<file path="config.mk">
export PLATFORM = sky130hd
export DESIGN_NAME = humidity_temp_frame_check_report
export DESIGN_NICKNAME = d
export VERILOG_FILES = /design/src/rtl/htfc_pkg.sv /design/src/rtl/htfc_decode.sv /design/src/rtl/humidity_temp_frame_check_report.sv
export SDC_FILE = /design/constraint.sdc
export NUM_CORES = 1
export LEC_CHECK = 0
export BUFFER_PORTS_ARGS = -buffer_cell sky130_fd_sc_hd__buf_4
export CORE_UTILIZATION = 30
export DETAILED_ROUTE_END_ITERATION = 8
export HOLD_SLACK_MARGIN = 0.15
export PLACE_DENSITY_LB_ADDON = 0.3
export RECOVER_POWER = 100
export SETUP_SLACK_MARGIN = 0.3
export SYNTH_ARGS = -nofsm -noshare
export SYNTH_HDL_FRONTEND = slang
export SYNTH_SLANG_ARGS = --single-unit
</file>
<file path="constraint.sdc">
create_clock -name aclk -period 21.3 [get_ports aclk]
set_clock_uncertainty 0.05 [all_clocks]
set_input_delay 1.065 -clock aclk [delete_from_list [all_inputs] [get_ports aclk]]
set_output_delay 1.065 -clock aclk [all_outputs]
set_load 0.005 [all_outputs]
</file>
<file path="src/rtl/htfc_pkg.sv">
// shared types, constants and crc functions for the humidity/temperature frame checker
package htfc_pkg;

    localparam int TempW     = 16;
    localparam int HumW      = 7;
    localparam int StatusW   = 2;
    localparam int CfgAddrW  = 3;
    localparam int CfgDataW  = 12;
    localparam int LimitW    = 8;
    localparam int TempDltW  = 8;
    localparam int IntervalW = 12;
    localparam int ElapsedW  = 16;

    localparam logic signed [TempW-1:0] InvalidTemp = -16'sd27315;
    localparam logic [7:0]  CrcPoly        = 8'h31;
    localparam logic [7:0]  CrcInit        = 8'hFF;
    localparam logic [14:0] TempScale      = 15'd17500;
    localparam logic [16:0] TempOffset     = 17'd4500;
    localparam logic [6:0]  HumScale       = 7'd100;
    localparam logic [3:0]  TempDeltaScale = 4'd10;

    localparam logic [TempDltW-1:0]  RstMinTempDelta = 8'd5;
    localparam logic [HumW-1:0]      RstMinHumDelta  = 7'd2;
    localparam logic [IntervalW-1:0] RstMaxInterval  = 12'd150;
    localparam logic [IntervalW-1:0] RstMinInterval  = 12'd10;
    localparam logic [LimitW-1:0]    RstErrorLimit   = 8'd10;

    typedef enum logic [CfgAddrW-1:0] {
        REG_MIN_TEMP_DELTA = 3'd0,
        REG_MIN_HUM_DELTA  = 3'd1,
        REG_MAX_INTERVAL   = 3'd2,
        REG_MIN_INTERVAL   = 3'd3,
        REG_ERROR_LIMIT    = 3'd4
    } cfg_reg_t;

    typedef enum logic [StatusW-1:0] {
        STATUS_GOOD      = 2'd0,
        STATUS_READ_FAIL = 2'd1,
        STATUS_TEMP_CRC  = 2'd2,
        STATUS_HUM_CRC   = 2'd3
    } frame_status_t;

    typedef struct packed {
        logic                read_ok;
        logic [7:0]          temp_msb;
        logic [7:0]          temp_lsb;
        logic [7:0]          temp_crc;
        logic [7:0]          hum_msb;
        logic [7:0]          hum_lsb;
        logic [7:0]          hum_crc;
        logic [ElapsedW-1:0] elapsed_s;
    } frame_t;

    typedef struct packed {
        logic                    temp_ok;
        logic                    hum_ok;
        logic signed [TempW-1:0] temp;
        logic [HumW-1:0]         hum;
    } decode_t;

    function automatic logic [7:0] crc8_byte(input logic [7:0] crc_in, input logic [7:0] data);
        logic [7:0] c;
        c = crc_in ^ data;
        for (int k = 0; k < 8; k++) begin
            if (c[7]) begin
                c = {c[6:0], 1'b0} ^ CrcPoly;
            end else begin
                c = {c[6:0], 1'b0};
            end
        end
        return c;
    endfunction

    function automatic logic [7:0] crc8_word(input logic [7:0] hi, input logic [7:0] lo);
        return crc8_byte(crc8_byte(CrcInit, hi), lo);
    endfunction

endpackage

</file>
<file path="src/rtl/htfc_decode.sv">
// crc check and unit conversion of one sensor frame
module htfc_decode (
    input  htfc_pkg::frame_t  frame,
    output htfc_pkg::decode_t dec
);
    import htfc_pkg::*;

    logic [15:0] temp_raw;
    logic [15:0] hum_raw;
    logic [30:0] temp_prod;
    logic [22:0] hum_prod;
    logic signed [16:0] temp_conv;

    assign temp_raw  = {frame.temp_msb, frame.temp_lsb};
    assign hum_raw   = {frame.hum_msb, frame.hum_lsb};
    assign temp_prod = 31'(TempScale) * 31'(temp_raw);
    assign hum_prod  = 23'(HumScale) * 23'(hum_raw);
    assign temp_conv = $signed({2'b00, temp_prod[30:16]}) - $signed(TempOffset);

    assign dec.temp_ok = frame.read_ok
                         && (crc8_word(frame.temp_msb, frame.temp_lsb) == frame.temp_crc);
    assign dec.hum_ok  = dec.temp_ok
                         && (crc8_word(frame.hum_msb, frame.hum_lsb) == frame.hum_crc);
    assign dec.temp    = TempW'(temp_conv);
    assign dec.hum     = hum_prod[22:16];

endmodule

</file>
<file path="src/rtl/humidity_temp_frame_check_report.sv">
// top level: frame check, failure counter and report decision for a humidity/temperature sensor
//
//  channel   ports            word contents
//  input     s_t*             one sensor read attempt
//  result    m_t*             current values, frame status, report and reset flags
//  config    cfg_*            register writes, index 0..4
//
//  one word per cycle sustained while m_tready holds; input register, then result register
//  the decode multiplier and the report compare sit between the two registers
//  aresetn is synchronous: config and state registers load their defaults, valid flags clear, state goes invalid
//  a stalled result holds; the input side keeps taking words until both registers are full
module humidity_temp_frame_check_report (
    input  logic                            aclk,
    input  logic                            aresetn,
    input  logic                            s_tvalid,
    output logic                            s_tready,
    // temp_msb, temp_lsb, temp_crc, hum_msb, hum_lsb, hum_crc, elapsed_s
    input  logic [63:0]                     s_tdata,
    // read_ok
    input  logic [0:0]                      s_tuser,
    output logic                            m_tvalid,
    input  logic                            m_tready,
    // centi_celsius, humidity_pct, report, sensor_reset
    output logic [31:0]                     m_tdata,
    // frame_status
    output logic [htfc_pkg::StatusW-1:0]    m_tuser,
    input  logic                            cfg_wr_en,
    input  logic [htfc_pkg::CfgAddrW-1:0]   cfg_addr,
    input  logic [htfc_pkg::CfgDataW-1:0]   cfg_wdata
);
    import htfc_pkg::*;

    logic [TempDltW-1:0]  min_temp_delta_reg;
    logic [HumW-1:0]      min_hum_delta_reg;
    logic [IntervalW-1:0] max_interval_reg;
    logic [IntervalW-1:0] min_interval_reg;
    logic [LimitW-1:0]    error_limit_reg;

    logic   in_valid_reg;
    frame_t in_frame_reg;
    logic   advance;

    logic signed [TempW-1:0] cur_temp_reg, cur_temp_next;
    logic [HumW-1:0]         cur_hum_reg, cur_hum_next;
    logic signed [TempW-1:0] sent_temp_reg, sent_temp_next;
    logic [HumW-1:0]         sent_hum_reg, sent_hum_next;
    logic [LimitW-1:0]       fail_count_reg, fail_count_next;

    logic                    out_valid_reg;
    logic signed [TempW-1:0] out_temp_reg;
    logic [HumW-1:0]         out_hum_reg;
    frame_status_t           out_status_reg;
    logic                    out_report_reg;
    logic                    out_rst_reg;

    decode_t         dec;
    frame_status_t   status;
    logic            exhaust;
    logic            evaluate;
    logic [IntervalW-1:0] gap;
    logic            interval_hit;
    logic [HumW-1:0] hum_diff;
    logic            hum_hit;
    logic signed [16:0] temp_diff;
    logic [16:0]     temp_abs;
    logic [11:0]     temp_thresh;
    logic            temp_hit;
    logic            report_now;

    htfc_decode u_decode (
        .frame (in_frame_reg),
        .dec   (dec)
    );

    // configuration registers
    always_ff @(posedge aclk) begin
        if (!aresetn) begin
            min_temp_delta_reg <= RstMinTempDelta;
            min_hum_delta_reg  <= RstMinHumDelta;
            max_interval_reg   <= RstMaxInterval;
            min_interval_reg   <= RstMinInterval;
            error_limit_reg    <= RstErrorLimit;
        end else if (cfg_wr_en) begin
            unique case (cfg_reg_t'(cfg_addr))
                REG_MIN_TEMP_DELTA: min_temp_delta_reg <= cfg_wdata[TempDltW-1:0];
                REG_MIN_HUM_DELTA:  min_hum_delta_reg  <= cfg_wdata[HumW-1:0];
                REG_MAX_INTERVAL:   max_interval_reg   <= cfg_wdata[IntervalW-1:0];
                REG_MIN_INTERVAL:   min_interval_reg   <= cfg_wdata[IntervalW-1:0];
                REG_ERROR_LIMIT:    error_limit_reg    <= cfg_wdata[LimitW-1:0];
                default: ;
            endcase
        end
    end

    assign advance  = in_valid_reg && (!out_valid_reg || m_tready);
    assign s_tready = !in_valid_reg || advance;

    // input register
    always_ff @(posedge aclk) begin
        if (!aresetn) begin
            in_valid_reg <= 1'b0;
        end else if (s_tready) begin
            in_valid_reg <= s_tvalid;
        end
    end

    always_ff @(posedge aclk) begin
        if (s_tvalid && s_tready) begin
            in_frame_reg <= {s_tuser[0], s_tdata[7:0], s_tdata[15:8], s_tdata[23:16],
                             s_tdata[31:24], s_tdata[39:32], s_tdata[47:40], s_tdata[63:48]};
        end
    end

    always_comb begin
        if (!in_frame_reg.read_ok) begin
            status = STATUS_READ_FAIL;
        end else if (!dec.temp_ok) begin
            status = STATUS_TEMP_CRC;
        end else if (!dec.hum_ok) begin
            status = STATUS_HUM_CRC;
        end else begin
            status = STATUS_GOOD;
        end
    end

    assign exhaust  = (status != STATUS_GOOD) && (fail_count_reg <= LimitW'(1));
    assign evaluate = (status == STATUS_GOOD) || exhaust;

    always_comb begin
        cur_temp_next = dec.temp_ok ? dec.temp : cur_temp_reg;
        cur_hum_next  = dec.hum_ok ? dec.hum : cur_hum_reg;
        if (exhaust) begin
            cur_temp_next = InvalidTemp;
            cur_hum_next  = '0;
        end
    end

    // report rules
    assign gap          = (max_interval_reg > min_interval_reg)
                          ? (max_interval_reg - min_interval_reg) : '0;
    assign interval_hit = (max_interval_reg != '0)
                          && (in_frame_reg.elapsed_s >= ElapsedW'(gap));

    assign hum_diff = (cur_hum_next >= sent_hum_reg) ? (cur_hum_next - sent_hum_reg)
                                                     : (sent_hum_reg - cur_hum_next);
    assign hum_hit  = (min_hum_delta_reg != '0) && (hum_diff >= min_hum_delta_reg);

    assign temp_diff   = 17'(cur_temp_next) - 17'(sent_temp_reg);
    assign temp_abs    = temp_diff[16] ? 17'(-temp_diff) : 17'(temp_diff);
    assign temp_thresh = 12'(min_temp_delta_reg) * 12'(TempDeltaScale);
    assign temp_hit    = (min_temp_delta_reg != '0) && (temp_abs >= 17'(temp_thresh));

    assign report_now = evaluate && (interval_hit || hum_hit || temp_hit);

    assign sent_temp_next  = report_now ? cur_temp_next : sent_temp_reg;
    assign sent_hum_next   = report_now ? cur_hum_next : sent_hum_reg;
    assign fail_count_next = evaluate ? error_limit_reg : fail_count_reg - LimitW'(1);

    // sensor state
    always_ff @(posedge aclk) begin
        if (!aresetn) begin
            cur_temp_reg   <= InvalidTemp;
            cur_hum_reg    <= '0;
            sent_temp_reg  <= InvalidTemp;
            sent_hum_reg   <= '0;
            fail_count_reg <= RstErrorLimit;
        end else if (advance) begin
            cur_temp_reg   <= cur_temp_next;
            cur_hum_reg    <= cur_hum_next;
            sent_temp_reg  <= sent_temp_next;
            sent_hum_reg   <= sent_hum_next;
            fail_count_reg <= fail_count_next;
        end
    end

    // result register
    always_ff @(posedge aclk) begin
        if (!aresetn) begin
            out_valid_reg <= 1'b0;
        end else if (advance) begin
            out_valid_reg <= 1'b1;
        end else if (m_tready) begin
            out_valid_reg <= 1'b0;
        end
    end

    always_ff @(posedge aclk) begin
        if (advance) begin
            out_temp_reg   <= cur_temp_next;
            out_hum_reg    <= cur_hum_next;
            out_status_reg <= status;
            out_report_reg <= report_now;
            out_rst_reg    <= exhaust;
        end
    end

    assign m_tvalid = out_valid_reg;
    assign m_tdata  = {7'b0, out_rst_reg, out_report_reg, out_hum_reg, out_temp_reg};
    assign m_tuser  = out_status_reg;

    a_stall_only_when_full: assert property (@(posedge aclk) disable iff (!aresetn)
        !s_tready |-> (in_valid_reg && out_valid_reg && !m_tready))
        else $error("input stalled while a register was free");

    a_reset_invalidates: assert property (@(posedge aclk) disable iff (!aresetn)
        (out_valid_reg && out_rst_reg) |-> (out_temp_reg == InvalidTemp && out_hum_reg == '0))
        else $error("sensor reset word without invalid values");

    a_good_no_reset: assert property (@(posedge aclk) disable iff (!aresetn)
        (out_valid_reg && out_status_reg == STATUS_GOOD) |-> !out_rst_reg)
        else $error("sensor reset on a good frame");

    a_fail_count_dec: assert property (@(posedge aclk) disable iff (!aresetn)
        (advance && !evaluate) |=> (fail_count_reg == $past(fail_count_reg) - LimitW'(1)))
        else $error("failure counter did not step down");

    a_sent_holds: assert property (@(posedge aclk) disable iff (!aresetn)
        (advance && !report_now) |=> $stable(sent_temp_reg) && $stable(sent_hum_reg))
        else $error("last-sent values moved without a report");

endmodule
</file>
==> results.toml <==
[sta]
max_slew.worst_pin.slew_ns = 3.27
final_hold_viols = 0
final.period_utilization_pct = 56.0
maxSlewHeadroom_pct = -118
hold_ws_ns = 0.395
setup_viol_count_final = 0
fmax_mhz = 83.8
timing.setup.tns_ns = 0
min_period_ns = 11.94
grt_setup_unrepaired = "no"
drv_slew = 248

[clock_tree]
hold_buffers = 0
cts-root-to-sink-buffers = 2
clock_tree_root_buffer_cell = "clkbuf_16"
worstSkewPairLatency_ns = 0.49
cts_setup_buffers = 0
cts_htree_levels = 4
num_cts_buffers = 17
cts_tree = "done"
cts.clk_slew.worst_paths_ns = 0.07
clock-sinks = 195
ctsResizeCount = 0

[status]
outcome = "finished with violations"
violations = "capacitance limit, slew limit"

[placed_design]
place.port_buffers = 113
dpl.cell_count = 2480
place_congestion = 0.824
place_hpwl_um = 29400

[drt]
vias_per_cell = 4.84
wirelength_um = 37300
detailroute.via_count = 12200
routedWlPerCell_um = 14.9
number_of_drc_violations_after_detailed_routing_iteration_0 = 539
drt_pass1_iterations = 5
number_of_remaining_drc_errors = 0
ant_nets = 0

[grt]
grt_pass1_vias = 12400
globalRoute.totalOverflow = 0
grt_max_degree = 66
global_route_wire_length_before_repair_um = 62600
grt_antenna_before_repair = 1
grt_use_total_pct = 14.0

[die]
initial_core_util_pct = 30.6
floorplan.die_area_um2 = 55100
floorplan.die.width_um = 235
num_rows = 84
die_height_um = 235
floorplan.core_area_um2 = 53100
pin_count = 121

[final_layout]
final-instance-count-excl-fill = 2512
antennaDiodeCount = 0
flow.area_growth_from_synthesis_pct = 12.2
most_frequent_cells_in_the_layout = "233 x ha_1, 219 x inv_1, 163 x nand2_1, 116 x a21oi_1, 103 x dfxtp_1"
most_common_cell_after_layout_fill_and_taps_aside = "ha_1"
largest_register_ff_count = 65
finish.utilization_pct = 34.3
filler_cell_count = 5386
seqCellArea_um2 = 4820
number_of_nets_in_the_finished_design = 2188
layout-drive-gt1-share_pct = 7.95
multi_input_area_um2 = 10300

[yosys]
yosys_register_bits = 195
synth_area_leader_cell = "ha_1"
synth.yosys.seq_area_share_pct = 29.7
synth_area_per_cell_um2 = 9.46
synth_edf_count = 92
synth.cell_area_um2 = 16200
postSynthCellCount = 1718
synth_top_cells_by_area = "ha_1 18%, edfxtp_1 17%, dfxtp_1 13%, fa_1 7.3%, inv_1 5.1%"
synthArstFlopShare_pct = 0
synth_warnings = 0
ys_types = 86
synth_top_flop_cell = "dfxtp_1"
area_share_of_the_largest_cell_type_after_synthesis_pct = 17.9

[setup_path]
worst-endpoint-arrival_ns = 12.13
critical_path.slowest_cell = "clkbuf_1"
crit_fanout = 30
crit_path_end_kind = "flip-flop"
rr_worst_depth = 41
worst-setup-path-type = "reg -> reg"
cp_slowest_stage_delay_ns = 1.28
worstReg2RegStart = "in_frame_reg[61]$_DFFE_PP_"
critPathLaunchType = "flip-flop"
rrSetupSlack_ns = 9.36
worst_ep_required_time_ns = 21.49
worstSetupStartpoint = "in_frame_reg[61]$_DFFE_PP_"

[pwr]
seq_power_share_pct = 26.9
power_per_unit_of_standard_cell_area_nw_per_um2 = 86.6
design_internal_power_uw = 936
switching_power_uw = 643
static-leakage-power_nw = 8.22
vdd_drop_max_uv = 55.5
power.combinational.fraction_pct = 51.1
totalPowerFinal_mw = 1.58
power.switching_fraction_pct = 40.7
share_clk_of_total_power_pct = 22.0

[hold_path]
hold_class = "reg -> reg"
hold_path.startpoint = "cur_temp_reg[3]$_SDFFE_PN1P_"
hold-path-cell-count = 2

[job]
max_cap_violations = 5
[path summary, 6_finish.rpt]
path / to
max reg2reg: sent_temp_reg[11]$_SDFFE_PN0P_
max: sent_temp_reg[11]$_SDFFE_PN0P_
min reg2reg: cur_temp_reg[3]$_SDFFE_PN1P_
min: cur_temp_reg[3]$_SDFFE_PN1P_
[power groups by stage]
stage / registers [mW] / clock network (mW) / logic (mW)
2_1_floorplan: 0.428 / 0 / 0.640
3_3_place_gp: 0.433 / 0 / 0.806
3_5_place_dp: 0.433 / 0 / 0.813
4_1_cts: 0.425 / 0.361 / 0.822
5_1_grt: 0.427 / 0.372 / 0.919
6_report: 0.425 / 0.347 / 0.807
[metal layers]
metal  part of all wire, %  GRT usage (%)  vias up
met5                 0.035              0        -
met4                   1.2           3.91        2
met3                   3.0           2.77       28
met2                    48           24.2      135
met1                    48           17.8     5800
li1                      -              -     6197
[logic make-up (layout without fill, tap and decap cells)]
| family | after synthesis | in the layout | synth area share [%] |
|---|---|---|---|
| AOI/OAI and AO/OA | 381 | 381 | 15.7 |
| buffers and inverters | 272 | 372 | 6.65 |
| adders and majority gates | 292 | 292 | 25.2 |
| muxes | 33 | 33 | 2.06 |
| other | 1 | 7 | 0.0231 |
| DFF | 195 | 195 | 29.7 |
| and+or+nand+nor | 425 | 425 | 12.5 |
| xor gates and xnor gates | 119 | 119 | 8.22 |
[critical path, delay by kind of cell (launching register included)]
family          cells  cell delay, ns
xor+xnor            2            0.36
fa+ha+maj           8            3.23
compound gates     19            4.80
simple gates        6            0.93
flops               1            0.56
buf+inv             5            1.46
mux                 1            0.30
[Yosys cell counts, drive strengths merged (4+ instances only)]
library cell	count
nand4	13
nand2b	12
and3	11
a311oi	4
o311ai	5
clkbuf	31
dfxtp	103
o21ai	78
and2	17
nor2	88
a21oi	116
edfxtp	92
nor2b	14
xnor2	72
buf	21
a31oi	10
mux2i	30
nand2	163
fa	59
nand3	42
nand3b	9
o211ai	15
a211oi	26
o21bai	5
a21o	43
or2	5
a22oi	6
nor3	19
o31ai	8
o41ai	4
o22ai	4
nor4	11
o21a	14
ha	233
or3	8
xnor3	18
inv	220
xor2	26
[layout make-up]
type                       count  area share, %
multi-input combinational   1257           56.5
clock inverter                13          0.796
sequential                   195           26.5
timing repair buffer         120           4.39
tap                          688           4.72
inverter                     220           4.53
clock buffer                  19           2.61
[per-stage QoR]
stage | instance area (um2) | worst slack, ns
6_report | 18200 | 9.36
5_1_grt | 18200 | 8.27
4_1_cts | 18400 | 10.38
3_5_place_dp | 17800 | 10.42
3_3_place_gp | 17800 | 10.78
2_1_floorplan | 16300 | 11.90
Note: power is estimated with default switching activity, not from simulation.
